**config.mk**
```make
export PLATFORM = sky130hd
export DESIGN_NAME = rotated_substring_check
export DESIGN_NICKNAME = d
export VERILOG_FILES = /design/src/hdl/rsc_pkg.sv /design/src/hdl/rsc_ram.sv /design/src/hdl/rsc_search.sv /design/src/hdl/rotated_substring_check.sv
export SDC_FILE = /design/constraint.sdc
export NUM_CORES = 1
export LEC_CHECK = 0
export BUFFER_PORTS_ARGS = -buffer_cell sky130_fd_sc_hd__buf_2
export CORE_ASPECT_RATIO = 0.5
export CORE_MARGIN = 2
export CORE_UTILIZATION = 45
export DETAILED_ROUTE_END_ITERATION = 8
export PLACE_DENSITY = 0.65
export SLEW_MARGIN = 15
export SYNTH_ARGS = -nofsm -noshare
export SYNTH_HDL_FRONTEND = slang
export SYNTH_HIERARCHICAL = 1
export SYNTH_SLANG_ARGS = --single-unit
export TNS_END_PERCENT = 5
```
**constraint.sdc**
```tcl
create_clock -name clk -period 4.4 [get_ports clk]
set_input_delay 0.88 -clock clk [delete_from_list [all_inputs] [get_ports clk]]
set_output_delay 0.88 -clock clk [all_outputs]
set_load 0.02 [all_outputs]
```
**src/hdl/rsc_pkg.sv**
```systemverilog
// ----------------------------------------------------------------------------
// rsc_pkg
// Shared types and constants for the rotated substring checker.
// ----------------------------------------------------------------------------
package rsc_pkg;

  // width of one character
  localparam int CHAR_W = 8;

  // bit positions of the result fields in m_tdata
  localparam int RES_MATCH_BIT = 0;
  localparam int RES_OVF_BIT   = 1;
  localparam int RES_W         = 8;

  // status from the search sequencer to the top level
  typedef struct packed {
    logic done;
    logic hit;
  } srch_status_t;

endpackage

```
**src/hdl/rsc_ram.sv**
```systemverilog
// ----------------------------------------------------------------------------
// rsc_ram
// Character store: one write port, one read port, registered read data.
// ----------------------------------------------------------------------------
module rsc_ram #(
  parameter int DEPTH = 32,
  parameter int AW    = 5
) (
  input  logic                      clk,
  input  logic                      we,
  input  logic [AW-1:0]             waddr,
  input  logic [rsc_pkg::CHAR_W-1:0] wdata,
  input  logic [AW-1:0]             raddr,
  output logic [rsc_pkg::CHAR_W-1:0] rdata
);

  logic [rsc_pkg::CHAR_W-1:0] mem [DEPTH];

  // write port
  always_ff @(posedge clk) begin
    if (we) begin
      mem[waddr] <= wdata;
    end
  end

  // read port, registered
  always_ff @(posedge clk) begin
    rdata <= mem[raddr];
  end

endmodule

```
**src/hdl/rsc_search.sv**
```systemverilog
// ----------------------------------------------------------------------------
// rsc_search
// Search sequencer: walks every rotation start of the text and compares the
// pattern one character at a time, reading both stores and comparing the
// returned data in the following cycle.
// ----------------------------------------------------------------------------
module rsc_search #(
  parameter int AW = 5,
  parameter int LW = 6
) (
  input  logic                       clk,
  input  logic                       rst,
  input  logic                       start,
  input  logic [LW-1:0]              txt_len,
  input  logic [LW-1:0]              pat_len,
  input  logic                       ack,
  input  logic [rsc_pkg::CHAR_W-1:0] txt_rdata,
  input  logic [rsc_pkg::CHAR_W-1:0] pat_rdata,
  output logic [AW-1:0]              txt_addr,
  output logic [AW-1:0]              pat_addr,
  output rsc_pkg::srch_status_t      status
);

  localparam logic [2:0] S_IDLE = 3'd0;
  localparam logic [2:0] S_PREP = 3'd1;
  localparam logic [2:0] S_READ = 3'd2;
  localparam logic [2:0] S_CMP  = 3'd3;
  localparam logic [2:0] S_DONE = 3'd4;

  logic [2:0]    state;
  logic [LW-1:0] n;
  logic [LW-1:0] m;
  logic [AW-1:0] shift;
  logic [AW-1:0] k;
  logic [AW-1:0] tpos;
  logic          hit;

  // last pattern character, text wrap and last rotation detection
  logic k_last;
  logic tpos_wrap;
  logic shift_last;
  assign k_last     = (LW'(k) + LW'(1)) == m;
  assign tpos_wrap  = (LW'(tpos) + LW'(1)) == n;
  assign shift_last = (LW'(shift) + LW'(1)) == n;

  // sequencer
  always_ff @(posedge clk) begin
    if (rst) begin
      state <= S_IDLE;
      hit   <= 1'b0;
    end else begin
      case (state)
        S_IDLE: begin
          if (start) begin
            n     <= txt_len;
            m     <= pat_len;
            state <= S_PREP;
          end
        end
        S_PREP: begin
          shift <= '0;
          k     <= '0;
          tpos  <= '0;
          if (m == '0) begin
            hit   <= 1'b1;
            state <= S_DONE;
          end else begin
            state <= S_READ;
          end
        end
        S_READ: begin
          state <= S_CMP;
        end
        S_CMP: begin
          if (txt_rdata == pat_rdata) begin
            if (k_last) begin
              hit   <= 1'b1;
              state <= S_DONE;
            end else begin
              k     <= k + AW'(1);
              tpos  <= tpos_wrap ? '0 : tpos + AW'(1);
              state <= S_READ;
            end
          end else if (shift_last) begin
            hit   <= 1'b0;
            state <= S_DONE;
          end else begin
            shift <= shift + AW'(1);
            tpos  <= shift + AW'(1);
            k     <= '0;
            state <= S_READ;
          end
        end
        S_DONE: begin
          if (ack) begin
            state <= S_IDLE;
          end
        end
        default: begin
          state <= S_IDLE;
        end
      endcase
    end
  end

  assign txt_addr    = tpos;
  assign pat_addr    = k;
  assign status.done = (state == S_DONE);
  assign status.hit  = hit;

endmodule

```
**src/hdl/rotated_substring_check.sv**
```systemverilog
// Search: after the closing character of the second string the result is
//   registered; each compare is one store read plus one compare, and an empty
//   shorter string reports a match without any compare.
// Throughput: one character per cycle while loading; no request is taken
//   from the closing character until its result sits in the output register.
// Reset: synchronous, clears lengths, flags and sequencer; stores keep data.
// ----------------------------------------------------------------------------
// rotated_substring_check
// Loads two strings into character stores and reports whether the shorter
// one occurs in some rotation of the longer one, and flags dropped characters.
// ----------------------------------------------------------------------------
module rotated_substring_check #(
  parameter int MAX_LEN = 32
) (
  input  logic                     clk,
  input  logic                     rst,
  input  logic                     s_tvalid,
  output logic                     s_tready,
  input  logic [7:0]               s_tdata,   // char_code
  input  logic                     s_tuser,   // string_select
  input  logic                     s_tlast,   // last_char
  output logic                     m_tvalid,
  input  logic                     m_tready,
  output logic [rsc_pkg::RES_W-1:0] m_tdata   // match_found, overflow
);

  localparam int AW = (MAX_LEN > 1) ? $clog2(MAX_LEN) : 1;
  localparam int LW = $clog2(MAX_LEN + 1);
  localparam logic [LW-1:0] MAX_L = LW'(MAX_LEN);

  logic [LW-1:0] len_a;
  logic [LW-1:0] len_b;
  logic          overflow_seen;
  logic          busy;
  logic          ovf_hold;
  logic          text_is_first;
  logic          match;
  logic          ovf_out;

  logic                       accept;
  logic                       we_a;
  logic                       we_b;
  logic                       start;
  logic [LW-1:0]              len_b_next;
  logic [AW-1:0]              txt_addr;
  logic [AW-1:0]              pat_addr;
  logic [rsc_pkg::CHAR_W-1:0] rdata_a;
  logic [rsc_pkg::CHAR_W-1:0] rdata_b;
  logic                       ack;
  rsc_pkg::srch_status_t      status;

  // input request decode
  assign s_tready   = !busy;
  assign accept     = s_tvalid && s_tready;
  assign we_a       = accept && !s_tuser && (len_a < MAX_L);
  assign we_b       = accept && s_tuser && (len_b < MAX_L);
  assign len_b_next = we_b ? len_b + LW'(1) : len_b;
  assign start      = accept && s_tuser && s_tlast;

  // lengths, overflow and busy flag
  always_ff @(posedge clk) begin
    if (rst) begin
      len_a         <= '0;
      len_b         <= '0;
      overflow_seen <= 1'b0;
      busy          <= 1'b0;
    end else if (start) begin
      len_a         <= '0;
      len_b         <= '0;
      overflow_seen <= 1'b0;
      busy          <= 1'b1;
    end else begin
      if (we_a) begin
        len_a <= len_a + LW'(1);
      end
      if (we_b) begin
        len_b <= len_b + LW'(1);
      end
      if (accept && !we_a && !we_b) begin
        overflow_seen <= 1'b1;
      end
      if (status.done && ack) begin
        busy <= 1'b0;
      end
    end
  end

  // pair decision captured at the closing character
  always_ff @(posedge clk) begin
    if (start) begin
      text_is_first <= (len_a > len_b_next);
      ovf_hold      <= overflow_seen || !we_b;
    end
  end

  rsc_ram #(.DEPTH(MAX_LEN), .AW(AW)) u_ram_a (
    .clk   (clk),
    .we    (we_a),
    .waddr (len_a[AW-1:0]),
    .wdata (s_tdata),
    .raddr (text_is_first ? txt_addr : pat_addr),
    .rdata (rdata_a)
  );

  rsc_ram #(.DEPTH(MAX_LEN), .AW(AW)) u_ram_b (
    .clk   (clk),
    .we    (we_b),
    .waddr (len_b[AW-1:0]),
    .wdata (s_tdata),
    .raddr (text_is_first ? pat_addr : txt_addr),
    .rdata (rdata_b)
  );

  rsc_search #(.AW(AW), .LW(LW)) u_search (
    .clk       (clk),
    .rst       (rst),
    .start     (start),
    .txt_len   ((len_a > len_b_next) ? len_a : len_b_next),
    .pat_len   ((len_a > len_b_next) ? len_b_next : len_a),
    .ack       (ack),
    .txt_rdata (text_is_first ? rdata_a : rdata_b),
    .pat_rdata (text_is_first ? rdata_b : rdata_a),
    .txt_addr  (txt_addr),
    .pat_addr  (pat_addr),
    .status    (status)
  );

  // output register
  assign ack = !m_tvalid || m_tready;

  always_ff @(posedge clk) begin
    if (rst) begin
      m_tvalid <= 1'b0;
    end else if (status.done && ack) begin
      m_tvalid <= 1'b1;
    end else if (m_tready) begin
      m_tvalid <= 1'b0;
    end
  end

  always_ff @(posedge clk) begin
    if (status.done && ack) begin
      match   <= status.hit;
      ovf_out <= ovf_hold;
    end
  end

  always_comb begin
    m_tdata                         = '0;
    m_tdata[rsc_pkg::RES_MATCH_BIT] = match;
    m_tdata[rsc_pkg::RES_OVF_BIT]   = ovf_out;
  end

endmodule

```
# After elaboration in Yosys (flattened, before gate mapping)
# Memories as Yosys holds them, arrays and structs flattened. A register that Yosys moved wholly into a read port is not among the register bits.
# Cells that the tools add are included.
# totals
reg_bits	50
ram_bits	512
output_inout_bits	10
word_cells	112
mem_count	2
# op_classes
add_sub_neg	8
magnitude_cmp	3
eq_ne	17
n_mux	38
n_bitwise	1
reduce_logical	27
# mem_list
name	words	width	rd	rd_clocked_by_memory_dff	wr	line	text
u_ram_a.mem	32	8	1	1	1	rsc_ram.sv:17	logic [rsc_pkg::CHAR_W-1:0] mem [DEPTH];
u_ram_b.mem	32	8	1	1	1	rsc_ram.sv:17	
# op_table
cell	n
$mux W5	10
$pmux W5 S2	3
$add A5 B1 Y6 const B	3
$eq A6 B6 Y1	3
$mux W3	6
$mux W6	3
$mux W8	2
$add A5 B1 Y5 const B	3
$pmux W3 S5	1
$add A6 B1 Y6 const B	2
$lt A6 B6 Y1 const B	2
$mux W1	12
$reduce_and A4 Y1	3
$logic_and A1 B1 Y1	9
$eq A8 B8 Y1	1
$ne A2 B2 Y1 const B	4
$eq A3 B2 Y1 const B	2
$gt A6 B6 Y1	1
$logic_not A6 Y1	1
$ne A3 B3 Y1 const B	2
$reduce_bool A2 Y1	3
$logic_not A1 Y1	5
$eq A3 B1 Y1 const B	1
$eq A3 B3 Y1 const B	1
other kinds (10)	11

# Longest topological paths before layout
# depth
ltp_word	7
mapped_depth	11
ltp_nobuf	9

# Cells and area by module
# Netlist, hierarchy kept.
# by_module_without_submodules
module	n_inst	cells_each	area_per_inst_um2
rsc_ram	2	417	10053.4
rsc_search	1	164	1810.5
rotated_substring_check	1	142	1443.9

# Worst setup path after synthesis
# OpenSTA, ideal clock, no wires.
# synth_timing
path_kind	input to register
start	input port s_tvalid
end	register u_search.m[0], data pin
arrival_time_ns	3.070
required_time_ns	4.140
slack_ns	1.070
path_stages	11
cell_sequence	and4bb_1 -> buf_6 -> and4_4 -> xor2_1 -> inv_1 -> ha_1 -> and4_1 -> and3_1 -> a31oi_2 -> buf_4 -> mux2_2
# synth_via
elab_chain_len	6
# synth_lines
element	line	text
start: declaration	rotated_substring_check.sv:17	input logic s_tvalid,
$logic_and A1 B1 Y1 (*)	rotated_substring_check.sv:54	assign accept = s_tvalid && s_tready;
$logic_and A1 B1 Y1 (*) (2 in a row)	rotated_substring_check.sv:56	assign we_b = accept && s_tuser && (len_b < MAX_L);
via we_b	rotated_substring_check.sv:42	logic we_b;
$mux W6 (*)	--	
$gt A6 B6 Y1	rotated_substring_check.sv:119	.pat_len ((len_a > len_b_next) ? len_b_next : len_a),
$mux W6 (*)	rotated_substring_check.sv:119	
end signal: assignment	rsc_search.sv:56	m <= pat_len;
end: declaration	rsc_search.sv:32	logic [LW-1:0] m;
# Mark *: on every way through the listed nets, which the timed path passes. The rest lies on a longest branch.
# A chain may end at the register's enable or synchronous reset.

# Final worst setup path
# layout_timing
start	input port s_tuser
end	register u_search.m[2], data pin
# layout_via
elab_chain_len	5
# layout_lines
element	line	text
start: declaration	rotated_substring_check.sv:20	input logic s_tuser,
$logic_and A1 B1 Y1 (*) (2 in a row)	rotated_substring_check.sv:56	
$mux W6 (*)	--	
$gt A6 B6 Y1	rotated_substring_check.sv:119	
$mux W6 (*)	rotated_substring_check.sv:119	
# Mark *: on every way between the ends. The rest lies on a longest branch, timed or not.

==> impl_metrics.toml <==
[outcome]
status = "finished, final reports clean"

[yosys]
synth_cells = 1140
ys_warn_count = 6
synth-async-reset-ratio = 0
syn-cell-area_um2 = 23400
synth_seq_area_share = 0.728
ys_types = 58
synth-edff-count = 543
synth_ff_type = "edfxtp_1"
synth.ff_latch_count = 578
avgSynthCellArea_um2 = 20.5

[global_route]
grt_max_degree = 65
grt_pass1_vias = 11200
antenna_found_initial = 0
track_usage = 0.180
overflow = 0
grt_first_pass_wirelength_mm = 71.7

[timing]
slew_headroom = 0.321
fin_crit_sh = 0.798
hold_viol = 0
tightest_slew_ns = 1.02
setup_tns_ns = 0
timing_max_transition_violations_final = 0
rsz0062_at_grt = "false"
finalSetupViolCount = 0
timing.fmax_ghz = 0.285
post-route-min-period_ns = 3.51
fin_skew_ns = 0.00864

[clock_tree]
ctsHoldBuffers = 0
root_buffer = "clkbuf_16"
post_cts_resized = 0
clkTransAtPathRegs_ns = 0.06
clk_latency_ns = 0.56
cts_setup_buffers = 0
cts_tree = "yes"
cts_num_sinks = 578
clk_path_buf_depth = 3
cts_max_level = 2
cts_buffers = 52

[drt]
first_pass_iters = 5
antenna_left = 0
drc_errors = 0
detail_route.vias_per_cell = 5.83
routedWlPerCell_um = 24.9
via_count = 11100
wirelength_mm = 47.5
drtIter0Drc = 967

[setup_path]
required_ns = 4.71
crit_type = "in2reg"
worstSetupEndpointType = "flip-flop"
critPathSlowestCell = "a31oi_2"
crit_path_start_kind = "input port"
critPathTopFamily = "simple AND/OR/NAND/NOR gates"
critPathBufInv = 2
crit_path_max_fanout = 13
crit_chain = "buf_2, and4bb_1, and4_4, xor2_1, inv_1, ha_1, and4_1, and3_1, a31oi_2, mux2_2"
arrival_ns = 3.82
max_stage_delay_ns = 0.61

[worst_hold_path]
min_path_type = "reg2reg"

[place]
place_inst = 1810
place_hpwl_mm = 29.5
placed_area_um2 = 24200
io_buffers = 17
gp_congestion = 0.857

[pwr]
p_leak_nw = 8.01
irDropWorstVdd_v = 0.000256
power.density_nw_per_um2 = 430

[finish]
seqCellArea_um2 = 17000
syn2layout_area_growth_pct = 10.9
n_antenna_cell = 0
layout_commonest_cell = "edfxtp_1"
num-nets-final = 1199
mostFrequentLayoutCells = "543 x edfxtp_1, 160 x mux4_2, 99 x nor2_1"
final_area_um2 = 25900
multi_input_area_um2 = 5990
finalNonFillerCells = 1906
n_fill_cell = 3914
drive_above_1_share = 0.281

[floorplan]
die_x_um = 326
die_area_um2 = 53900
placeableCoreArea_um2 = 50700
io_pins = 24
num_rows = 58
initial_utilization = 0.461
die_h_um = 165

[flow_run]
cap_violations = 0
-- path summary, 6_finish.rpt --
kind	slack, ns	start	depth (start not counted)	to
setup / recovery	0.89	s_tuser	10	u_search/m[2]$_DFFE_PP_
hold / removal	0.44	ovf_hold$_DFFE_PP_	0	ovf_out$_DFFE_PP_
setup reg to reg	0.93	busy$_SDFFE_PP0P_	9	u_search/m[2]$_DFFE_PP_
hold reg to reg	0.44	ovf_hold$_DFFE_PP_	0	ovf_out$_DFFE_PP_
-- cell usage after synthesis, drive strengths merged, types with 11 or more instances --
cell    instances  area, um^2
ha             11         138
inv            14        52.6
mux4          160        3600
xor2           16         140
edfxtp        543       16300
nand3          15        85.1
buf            43         273
xnor2          24         210
nor2           99         372
dfxtp          35         701
clkbuf         17        63.8
mux2           55         619
-- metrics by stage --
stage | power, mW | utilization | hold slack, ns | worst slack, ns
after floorplan | 6.51 | - | 0.400 | 1.07
after global placement | 6.69 | 0.477 | 0.407 | 0.408
after detailed placement | 6.71 | 0.477 | 0.428 | 0.332
after CTS | 11.2 | 0.511 | 0.443 | 0.920
after global routing | 11.5 | 0.511 | 0.450 | 0.716
final | 11.1 | 0.511 | 0.441 | 0.890
-- cells by family (layout without fill, tap and decap cells) --
group                    count (synthesis)  after routing  synth area share
flip-flops                             578            578             0.728
multiplexers                           218            218             0.182
XOR/XNOR                                40             40            0.0150
AND/OR/NAND/NOR                        186            186            0.0422
adder cells (fa/ha/maj)                 11             11           0.00589
buffers and inverters                   74            145            0.0167
AO/OA/AOI/OAI                           32             32            0.0101
other                                    1              6          0.000161
-- where the power goes --
part / switching (mW) / internal, mW
sequential: 0.0300 / 6.04
clock: 1.91 / 2.64
combinational: 0.291 / 0.220
total: 2.23 / 8.91
-- final cells by class --
| cell class | instances | area share |
|---|---|---|
| repair buffers | 35 | 0.0110 |
| inverters | 14 | 0.00203 |
| clock buffers | 68 | 0.0538 |
| multi-input cells | 493 | 0.231 |
| well taps | 690 | 0.0333 |
| clock inverters | 28 | 0.0122 |
| flip-flops and latches | 578 | 0.656 |
-- per-layer routing --
layer	vias up	track usage	routed length (um)
met5	-	0	0
met4	0	0.0331	674
met3	63	0.0300	3080
li1	4721	-	-
met1	5955	0.258	20600
met2	371	0.296	23200
-- flip-flops by register name (all words and copies together), names as in the netlist --
name	cells
u_ram_b/rdata	8
u_search/hit	1
u_search/state	3
u_search/txt_addr	5
u_search/pat_addr	5
ovf_hold	1
match	1
u_search/shift	5
m_tvalid	1
u_search/m	6
u_ram_a/rdata	8
len_a	6
u_ram_b/mem	256
overflow_seen	1
u_search/n	6
busy	1
text_is_first	1
u_ram_a/mem	256
ovf_out	1
len_b	6
No activity file was read; power rests on OpenSTA's default activity.
